### src/rtl/tcfos_pkg.sv
// ----------------------------------------------------------------------------
// tcfos_pkg
// Shared types and constants for the two-class oldest-select FIFO.
// ----------------------------------------------------------------------------
package tcfos_pkg;

  localparam int DEPTH    = 16;
  localparam int TAG_BITS = 16;
  localparam int PTR_W    = (DEPTH > 1) ? $clog2(DEPTH) : 1;
  localparam int CNT_W    = $clog2(DEPTH + 1);
  localparam int STAMP_W  = 6;

  typedef enum logic [1:0] {
    REQ_ENQ     = 2'd0,
    REQ_DEQ_ANY = 2'd1,
    REQ_DEQ_C0  = 2'd2,
    REQ_DEQ_C1  = 2'd3
  } req_t;

  typedef enum logic [1:0] {
    ST_OK    = 2'd0,
    ST_EMPTY = 2'd1,
    ST_FULL  = 2'd2
  } status_t;

  typedef struct packed {
    logic [TAG_BITS-1:0] tag;
    logic [STAMP_W-1:0]  stamp;
  } entry_t;

  // Advance a ring pointer, wrapping at DEPTH.
  function automatic logic [PTR_W-1:0] ptr_inc(input logic [PTR_W-1:0] p);
    logic [PTR_W-1:0] r;
    if (p == PTR_W'(DEPTH - 1)) begin
      r = '0;
    end else begin
      r = p + PTR_W'(1);
    end
    return r;
  endfunction

endpackage

### src/rtl/two_class_fifo_oldest_select_core.sv
// ----------------------------------------------------------------------------
// two_class_fifo_oldest_select_core
// Two class FIFOs with a stamp compare that dequeues the oldest head.
// ----------------------------------------------------------------------------
// Each accepted item passes the input register, then the result register, and
// its result is shown with out_valid high for a single cycle.
// Throughput: one item per cycle; busy is always low, since each item is
// handled in a single pass by the logic between the two registers.
// The receiver cannot stall: each result is strobed for exactly one cycle.
// Reset (rst_n low, synchronous) empties both FIFOs, clears the arrival
// counter and drops any item in flight; storage contents are not cleared.
module two_class_fifo_oldest_select_core
  import tcfos_pkg::*;
(
  input  logic                clk,
  input  logic                rst_n,
  // request channel
  input  logic                start,
  output logic                busy,
  input  logic [1:0]          in_req_type,
  input  logic                in_item_class,
  input  logic [15:0]         in_item_tag,
  // result channel
  output logic                out_valid,
  output logic [1:0]          out_status,
  output logic [15:0]         out_tag,
  output logic                out_class,
  output logic [4:0]          out_class0_count,
  output logic [4:0]          out_class1_count
);

  // --------------------------------------------------------------------------
  // Input register: capture every request; the item is never refused.
  // --------------------------------------------------------------------------
  logic                item_v_r;
  req_t                req_r;
  logic                cls_r;
  logic [TAG_BITS-1:0] tag_r;

  assign busy = 1'b0;

  // --------------------------------------------------------------------------
  // FIFO state: one ring per class, each entry holds tag and arrival stamp.
  // Entries are read only at the head, so a register file suffices.
  // --------------------------------------------------------------------------
  entry_t             mem_r  [2][DEPTH];
  logic [PTR_W-1:0]   head_r [2];
  logic [PTR_W-1:0]   tail_r [2];
  logic [CNT_W-1:0]   fill_r [2];
  logic [STAMP_W-1:0] arr_r;

  // --------------------------------------------------------------------------
  // Single-pass request logic
  // --------------------------------------------------------------------------
  entry_t             head0;
  entry_t             head1;
  logic               ne0;
  logic               ne1;
  logic [STAMP_W-1:0] stamp_diff;
  logic               full_sel;
  logic               do_enq;
  logic               do_deq;
  logic               pick_cls;
  status_t            status_nxt;
  logic [TAG_BITS-1:0] rtag_nxt;
  logic               rclass_nxt;
  logic [CNT_W-1:0]   fill0_nxt;
  logic [CNT_W-1:0]   fill1_nxt;

  assign head0      = mem_r[0][head_r[0]];
  assign head1      = mem_r[1][head_r[1]];
  assign ne0        = (fill_r[0] != '0);
  assign ne1        = (fill_r[1] != '0);
  // Modular stamp difference: MSB set means class 1 head is older.
  assign stamp_diff = head1.stamp - head0.stamp;
  assign full_sel   = (fill_r[cls_r] == CNT_W'(DEPTH));

  always_comb begin
    do_enq   = 1'b0;
    do_deq   = 1'b0;
    pick_cls = 1'b0;
    unique case (req_r)
      REQ_ENQ: begin
        do_enq = !full_sel;
      end
      REQ_DEQ_ANY: begin
        do_deq = ne0 || ne1;
        if (ne0 && ne1) begin
          pick_cls = stamp_diff[STAMP_W-1];
        end else begin
          pick_cls = !ne0;
        end
      end
      REQ_DEQ_C0: begin
        do_deq   = ne0;
        pick_cls = 1'b0;
      end
      REQ_DEQ_C1: begin
        do_deq   = ne1;
        pick_cls = 1'b1;
      end
      default: begin
        do_deq = 1'b0;
      end
    endcase
  end

  always_comb begin
    status_nxt = ST_OK;
    if (req_r == REQ_ENQ) begin
      if (full_sel) begin
        status_nxt = ST_FULL;
      end
    end else if (!do_deq) begin
      status_nxt = ST_EMPTY;
    end
  end

  // Zero the removed tag and class whenever nothing is removed.
  assign rtag_nxt   = !do_deq ? '0 : (pick_cls ? head1.tag : head0.tag);
  assign rclass_nxt = do_deq && pick_cls;

  always_comb begin
    fill0_nxt = fill_r[0];
    fill1_nxt = fill_r[1];
    if (item_v_r && do_enq) begin
      if (cls_r) begin
        fill1_nxt = fill_r[1] + CNT_W'(1);
      end else begin
        fill0_nxt = fill_r[0] + CNT_W'(1);
      end
    end else if (item_v_r && do_deq) begin
      if (pick_cls) begin
        fill1_nxt = fill_r[1] - CNT_W'(1);
      end else begin
        fill0_nxt = fill_r[0] - CNT_W'(1);
      end
    end
  end

  // --------------------------------------------------------------------------
  // Control registers
  // --------------------------------------------------------------------------
  always_ff @(posedge clk) begin
    if (!rst_n) begin
      item_v_r  <= 1'b0;
      out_valid <= 1'b0;
      head_r[0] <= '0;
      head_r[1] <= '0;
      tail_r[0] <= '0;
      tail_r[1] <= '0;
      fill_r[0] <= '0;
      fill_r[1] <= '0;
      arr_r     <= '0;
    end else begin
      item_v_r  <= start && !busy;
      out_valid <= item_v_r;
      fill_r[0] <= fill0_nxt;
      fill_r[1] <= fill1_nxt;
      if (item_v_r && do_enq) begin
        // advance the tail of the class written and stamp the next arrival
        tail_r[cls_r] <= ptr_inc(tail_r[cls_r]);
        arr_r         <= arr_r + STAMP_W'(1);
      end
      if (item_v_r && do_deq) begin
        head_r[pick_cls] <= ptr_inc(head_r[pick_cls]);
      end
    end
  end

  // --------------------------------------------------------------------------
  // Payload registers: input capture, storage write, result hold
  // --------------------------------------------------------------------------
  always_ff @(posedge clk) begin
    if (start && !busy) begin
      req_r <= req_t'(in_req_type);
      cls_r <= in_item_class;
      tag_r <= TAG_BITS'(in_item_tag);
    end
    if (item_v_r && do_enq) begin
      mem_r[cls_r][tail_r[cls_r]] <= '{tag: tag_r, stamp: arr_r};
    end
    if (item_v_r) begin
      out_status       <= status_nxt;
      out_tag          <= 16'(rtag_nxt);
      out_class        <= rclass_nxt;
      out_class0_count <= 5'(fill0_nxt);
      out_class1_count <= 5'(fill1_nxt);
    end
  end

`ifndef SYNTH
  // Neither FIFO ever holds more than DEPTH entries.
  a_fill_bound: assert property (@(posedge clk) disable iff (!rst_n)
    (fill_r[0] <= CNT_W'(DEPTH)) && (fill_r[1] <= CNT_W'(DEPTH)))
    else $error("class fill count above depth");

  // An empty or full class 0 ring has its head and tail pointers together.
  a_ptr_match: assert property (@(posedge clk) disable iff (!rst_n)
    ((fill_r[0] == '0) || (fill_r[0] == CNT_W'(DEPTH))) |-> (head_r[0] == tail_r[0]))
    else $error("class 0 pointers disagree with fill count");

  // Every captured item gives exactly one result strobe, in the following cycle.
  a_one_result: assert property (@(posedge clk) disable iff (!rst_n)
    item_v_r |=> out_valid)
    else $error("captured item produced no result");

  // A successful enqueue advances the arrival stamp by one.
  a_stamp_adv: assert property (@(posedge clk) disable iff (!rst_n)
    (item_v_r && do_enq) |=> (arr_r == $past(arr_r) + STAMP_W'(1)))
    else $error("arrival stamp did not advance on enqueue");

  // A dequeue never selects an empty class.
  a_pick_nonempty: assert property (@(posedge clk) disable iff (!rst_n)
    (item_v_r && do_deq) |-> (pick_cls ? ne1 : ne0))
    else $error("dequeue selected an empty class");
`endif

endmodule
### config.mk
export PLATFORM = sky130hd
export DESIGN_NAME = two_class_fifo_oldest_select_core
export DESIGN_NICKNAME = d
export VERILOG_FILES = /design/src/rtl/tcfos_pkg.sv /design/src/rtl/two_class_fifo_oldest_select_core.sv
export SDC_FILE = /design/constraint.sdc
export NUM_CORES = 1
export LEC_CHECK = 0
export BUFFER_PORTS_ARGS = -buffer_cell sky130_fd_sc_hd__buf_2
export CAP_MARGIN = 40
export CORE_MARGIN = 3
export CORE_UTILIZATION = 40
export CTS_CLUSTER_DIAMETER = 200
export DETAILED_ROUTE_END_ITERATION = 6
export HOLD_SLACK_MARGIN = 0.15
export MAX_ROUTING_LAYER = met4
export PLACE_DENSITY = 0.59
export SKIP_LAST_GASP = 1
export SLEW_MARGIN = 10
export SYNTH_ARGS = -nofsm -noshare
export SYNTH_HDL_FRONTEND = slang
export SYNTH_SLANG_ARGS = --single-unit
### constraint.sdc
create_clock -name clk -period 9.8 [get_ports clk]
set_input_delay 1.96 -clock clk [delete_from_list [all_inputs] [get_ports clk]]
set_output_delay 1.96 -clock clk [all_outputs]
set_load 0.03 [all_outputs]
== Yosys cells after proc, flatten, opt, wreduce, memory -nomap -nowiden ==
Memory sizes are Yosys's and may differ from the RTL's. A register that Yosys moved wholly into a read port is not among the register bits.
Index checks and enable logic that the tools add are counted.

* Memory bits (read-only): 0
* Bits in registers: 56
* Output and inout bits: 31
* Memories kept: 4
* RAM bits: 730
* Latch bits: 0

{| class="wikitable"
|+ Memory list
! memory !! depth !! width !! read ports !! clocked after Yosys merged registers in !! write ports !! RTL line !! text
|-
| mem_r || 2 || 352 || 2 || 0 || 1 || two_class_fifo_oldest_select_core.sv:46 || <nowiki>entry_t mem_r [2][DEPTH];</nowiki>
|-
| fill_r || 2 || 5 || 3 || 1 || 2 || two_class_fifo_oldest_select_core.sv:49 || <nowiki>logic [CNT_W-1:0] fill_r [2];</nowiki>
|-
| head_r || 2 || 4 || 3 || 0 || 2 || two_class_fifo_oldest_select_core.sv:47 || <nowiki>logic [PTR_W-1:0] head_r [2];</nowiki>
|-
| tail_r || 2 || 4 || 1 || 1 || 2 || two_class_fifo_oldest_select_core.sv:48 || <nowiki>logic [PTR_W-1:0] tail_r [2];</nowiki>
|}

* Equality and inequality tests: 6
* Multiply operators: 0
* Divide/modulo/power cells: 0
* $add $sub $neg: 8
* Shift-type cells: 0
* Reductions and logical operators: 13
* Order comparisons: 4
* Muxes and demuxes: 49
* Bitwise gates (word level): 5

{| class="wikitable"
|+ Operators with widths
! cell !! count
|-
| $mux W352 || 1
|-
| $bmux W22 S4 || 2
|-
| $mux W22 || 5
|-
| $demux W22 S4 || 1
|-
| $mux W5 || 10
|-
| $mux W4 || 8
|-
| $mux W1 || 17
|-
| $mux W16 || 1
|-
| $ge A5 B5 Y1 const B || 3
|-
| $not A4 Y5 || 3
|-
| $add A5 B1 Y5 const B || 2
|-
| $reduce_bool A5 Y1 || 2
|-
| $sub A5 B1 Y5 const B || 2
|-
| $add A4 B1 Y4 const B || 2
|-
| $eq A4 B4 Y1 const B || 2
|-
| $reduce_or A4 Y1 || 2
|-
| $add A6 B1 Y6 const B || 1
|-
| $sub A6 B6 Y6 || 1
|-
| $eq A5 B5 Y1 const B || 1
|-
| $logic_and A1 B1 Y1 || 5
|-
| $lt A5 B1 Y1 const B || 1
|-
| $eq A2 B2 Y1 const B || 2
|-
| $mux W2 || 2
|-
| $pmux W1 S3 || 1
|-
| other kinds (6) || 8
|}

== Longest topological paths before layout ==
An unclocked memory read counts as a cell.

* Depth after elaboration: 14
* Gate-level depth with buffers: 20
* Gate-level depth less buffers: 15

== Worst setup path after synthesis ==
Ideal clock, no wire load.

* Path type: register to register
* Start: memory head_r[1][0] in the netlist's numbering
* End: memory head_r[0][3] in the netlist's numbering, data pin
* Buffers on the path: 6
* Required time: 9.620 ns
* Library setup time: 0.180 ns
* Path slack: 4.329 ns
* Period minus slack after synthesis: 5.471 ns
* Stages on the path, launching flop included: 20
* Arrival: 5.291 ns
* Cell sequence: edfxtp_1 > buf_4 > buf_1 > buf_1 > buf_2 > mux4_2 > mux4_2 > ha_1 > a21o_1 > a21o_1 > a21o_1 > o211ai_2 > nand3_1 > buf_2 > buf_2 > nand2_1 > nand2_1 > ha_1 > or3_1 > a221oi_1

{| class="wikitable"
|+ RTL lines
! item !! RTL line
|-
| start, declared || two_class_fifo_oldest_select_core.sv:47
|}

==> impl_metrics.json <==
{
  "overflow": 0,
  "crit_type": "flop to flop",
  "combPwrFrac": 0.060,
  "drt_wl_total_um": 68400,
  "syn_avg_cell_area_um2": 22.0,
  "drt_iter0_drc": 1329,
  "startpoint_type": "flop",
  "syn_area_um2": 30500,
  "p_int_uw": 5600,
  "htree_num_levels": 3,
  "yosys.area.top_type": "edfxtp_1",
  "io_buffer_count": 51,
  "viasPerCell": 5.63,
  "finClkSkew_ns": 0.0254,
  "post-synth-top-count-cell": "edfxtp_1",
  "preCtsSetupSlack_ns": 4.23,
  "use_met3": 0.0298,
  "power_switching_uw": 1530,
  "ys.flop_type": "edfxtp_1",
  "cts_tree": "yes",
  "finalSetupViolations": 0,
  "drive_above_1_share": 0.313,
  "core-area_um2": 74900,
  "synthTopCellsByArea": "edfxtp_1, mux4_2, dfxtp_1, nand2_1, nor2_1",
  "async_flop_share": 0,
  "grt_pass1_wl_um": 101000,
  "r2r-end": "head_r[1][3]",
  "tightestPinTransition_ns": 0.864,
  "numCtsBuffers": 81,
  "peakVddDrop_mv": 0.121,
  "setup_tns_ns": 0,
  "relSlewSlack": 0.418,
  "leakagePower_uw": 0.0113,
  "hold_depth": 0,
  "reg2reg_depth": 17,
  "drc_errors": 0,
  "postCtsSetupBuffers": 0,
  "cp.required_ns": 10.23,
  "clk_latency_ns": 0.62,
  "sw_frac_of_total": 0.214,
  "boundaryPins": 53,
  "worstHoldStart": "tag_r[4]",
  "cp_max_fo": 39,
  "first_pass_iters": 5,
  "power.density_nw_per_um2": 202,
  "grtUsageTotal": 0.182,
  "fin_util": 0.471,
  "arrival_ns": 5.95,
  "multi_input_area_um2": 6800,
  "fin_crit_ns": 5.53,
  "cts_hold_buf": 0,
  "status": "complete, no violations",
  "seq_power_share": 0.527,
  "yosysTopAreaCellShare": 0.756,
  "wl_per_cell_um": 26.7,
  "num_rows": 100,
  "dp_hpwl_um": 37900,
  "yosysWarnings": 0,
  "busiest_layer": "met2",
  "synth-edff-count": 768,
  "area_growth_pct": 15.7,
  "placed_cell_area_um2": 32700,
  "stdcell_area_um2": 35300,
  "drv_cap": 0,
  "ant_nets": 0,
  "p_clk_frac": 0.413,
  "r2r_slack_ns": 4.27,
  "die_area_um2": 79600,
  "die_w_um": 282,
  "ys_types": 57,
  "setup_slack_ns": 4.27,
  "synth_cells": 1387,
  "clkTransAtPathRegs_ns": 0.06,
  "clock_sinks": 787,
  "vias": 14450,
  "nNetsFinal": 1566,
  "synthTopCellsByCount": "edfxtp_1, mux4_2, nand2_1",
  "yosysSeqAreaShare": 0.769,
  "cts_root_buffer": "clkbuf_16",
  "grt_util_met2": 0.287,
  "timing.final.crit_share": 0.564,
  "hold_violations": 0,
  "antenna_found_initial": 0,
  "ys_ff_latch": 787,
  "clock_path_buffers": 3,
  "fp.dieH_um": 282,
  "grt_max_degree": 48,
  "cp-end-kind": "flop",
  "ff_latch_area_um2": 23400,
  "nFillCells": 6058,
  "hold_class": "flop to flop",
  "rr_startpoint": "head_r[0][0]",
  "synth_fp_nets": 1423,
  "met1_usage": 0.247,
  "ctsResizeCount": 0,
  "maxClockFrequency_mhz": 181,
  "whs_ns": 0.507,
  "place.gp.congestion": 0.755,
  "rsz0062_at_grt": "false",
  "antenna_cells": 0,
  "holdPathEnd": "mem_r[0][76]",
  "initial_core_util": 0.407,
  "grt_pass1_vias": 14985,
  "final_max_slew_viol_count": 0
}
[kinds of logic (layout without fill, tap and decap cells)]
kind of cell,Yosys count,count (layout),share of synthesized area
DFF,787,787,0.769
muxes,238,238,0.168
and+or+nand+nor,182,182,0.0276
buffers and inverters,86,296,0.0113
AOI/OAI and AO/OA,64,64,0.0144
xor gates and xnor gates,15,15,0.00431
adders and majority gates,14,14,0.00574
other,1,1,0.000123
[per-stage QoR]
stage	instances	total power, uW
global route	2566	7380
CTS	2563	7200
global placement	2385	4220
finish	2566	7130
detailed placement	2413	4260
floorplan	1387	4090
[layer usage]
| layer | wire length, um | up-vias | share of wire |
|---|---|---|---|
| met1 | 29000 | 7794 | 0.42 |
| met5 | 0 | - | 0 |
| li1 | - | 6097 | - |
| met2 | 33800 | 461 | 0.49 |
| met3 | 4210 | 98 | 0.062 |
| met4 | 1440 | 0 | 0.021 |
[how the worst max path moves through the flow]
stage	from	to	slack (ns)	depth (start not counted)
floorplan	head_r[1][0]	head_r[0][3]	4.33	19
global placement	head_r[0][0]	head_r[1][3]	3.95	17
detailed placement	head_r[0][0]	head_r[1][3]	4.23	17
CTS	head_r[0][0]	head_r[1][3]	4.18	17
global route	head_r[0][0]	head_r[1][3]	3.85	17
finish	head_r[0][0]	head_r[1][3]	4.27	17
[layout make-up]
cell class | count | area share
timing repair buffer | 128 | 0.0338
sequential | 787 | 0.665
multi-input combinational | 514 | 0.193
clock buffer | 101 | 0.0620
clock inverter | 49 | 0.0106
inverter | 18 | 0.00192
tap | 969 | 0.0344
[power by group through the flow]
stage | Combinational, uW | Sequential, uW | Clock (uW)
after floorplan | 242 | 3850 | 0
after global placement | 350 | 3870 | 0
after detailed placement | 420 | 3840 | 0
after CTS | 421 | 3770 | 3010
after global routing | 462 | 3760 | 3160
final | 427 | 3760 | 2940
[state kept, by name, indices dropped and copies added (netlist names), named ones only]
register / flops
cls_r: 1
item_v_r: 1
fill_r: 10
out_valid: 1
head_r: 8
out_class: 1
tail_r: 8
req_r: 2
out_tag: 16
out_class0_count: 5
out_status: 2
mem_r: 704
tag_r: 16
arr_r: 6
out_class1_count: 5
[critical path, stage by stage, from the launching register on]
cell and delay (ns):
edfxtp_1 0.32, buf_4 0.50, buf_4 0.76, mux4_2 0.59, mux4_2 0.53, inv_1 0.09
ha_1 0.14, a21o_1 0.11, a21o_1 0.13, a21oi_1 0.10, a211oi_2 0.54, nor3_4 0.09
buf_4 0.25, nand2_1 0.11, nand2_1 0.06, ha_1 0.22, or3_1 0.41, a221oi_1 0.31
[placed cells by master (no fill, tap or decap), types with 6 or more instances in the layout]
| master | n |
|---|---|
| nor2_1 | 31 |
| xnor2_1 | 9 |
| mux4_2 | 212 |
| nand2_1 | 67 |
| buf_16 | 9 |
| ha_1 | 14 |
| buf_4 | 46 |
| clkinv_2 | 21 |
| nand4_1 | 9 |
| nand2b_1 | 7 |
| clkbuf_16 | 85 |
| dfxtp_1 | 18 |
| clkbuf_1 | 16 |
| xor2_1 | 6 |
| nor2_2 | 29 |
| buf_2 | 51 |
| clkinv_1 | 21 |
| inv_1 | 16 |
| nand3_1 | 9 |
| mux2i_1 | 18 |
| edfxtp_1 | 768 |
| a21oi_1 | 24 |
| buf_8 | 19 |
(Power assumes the default switching activity.)
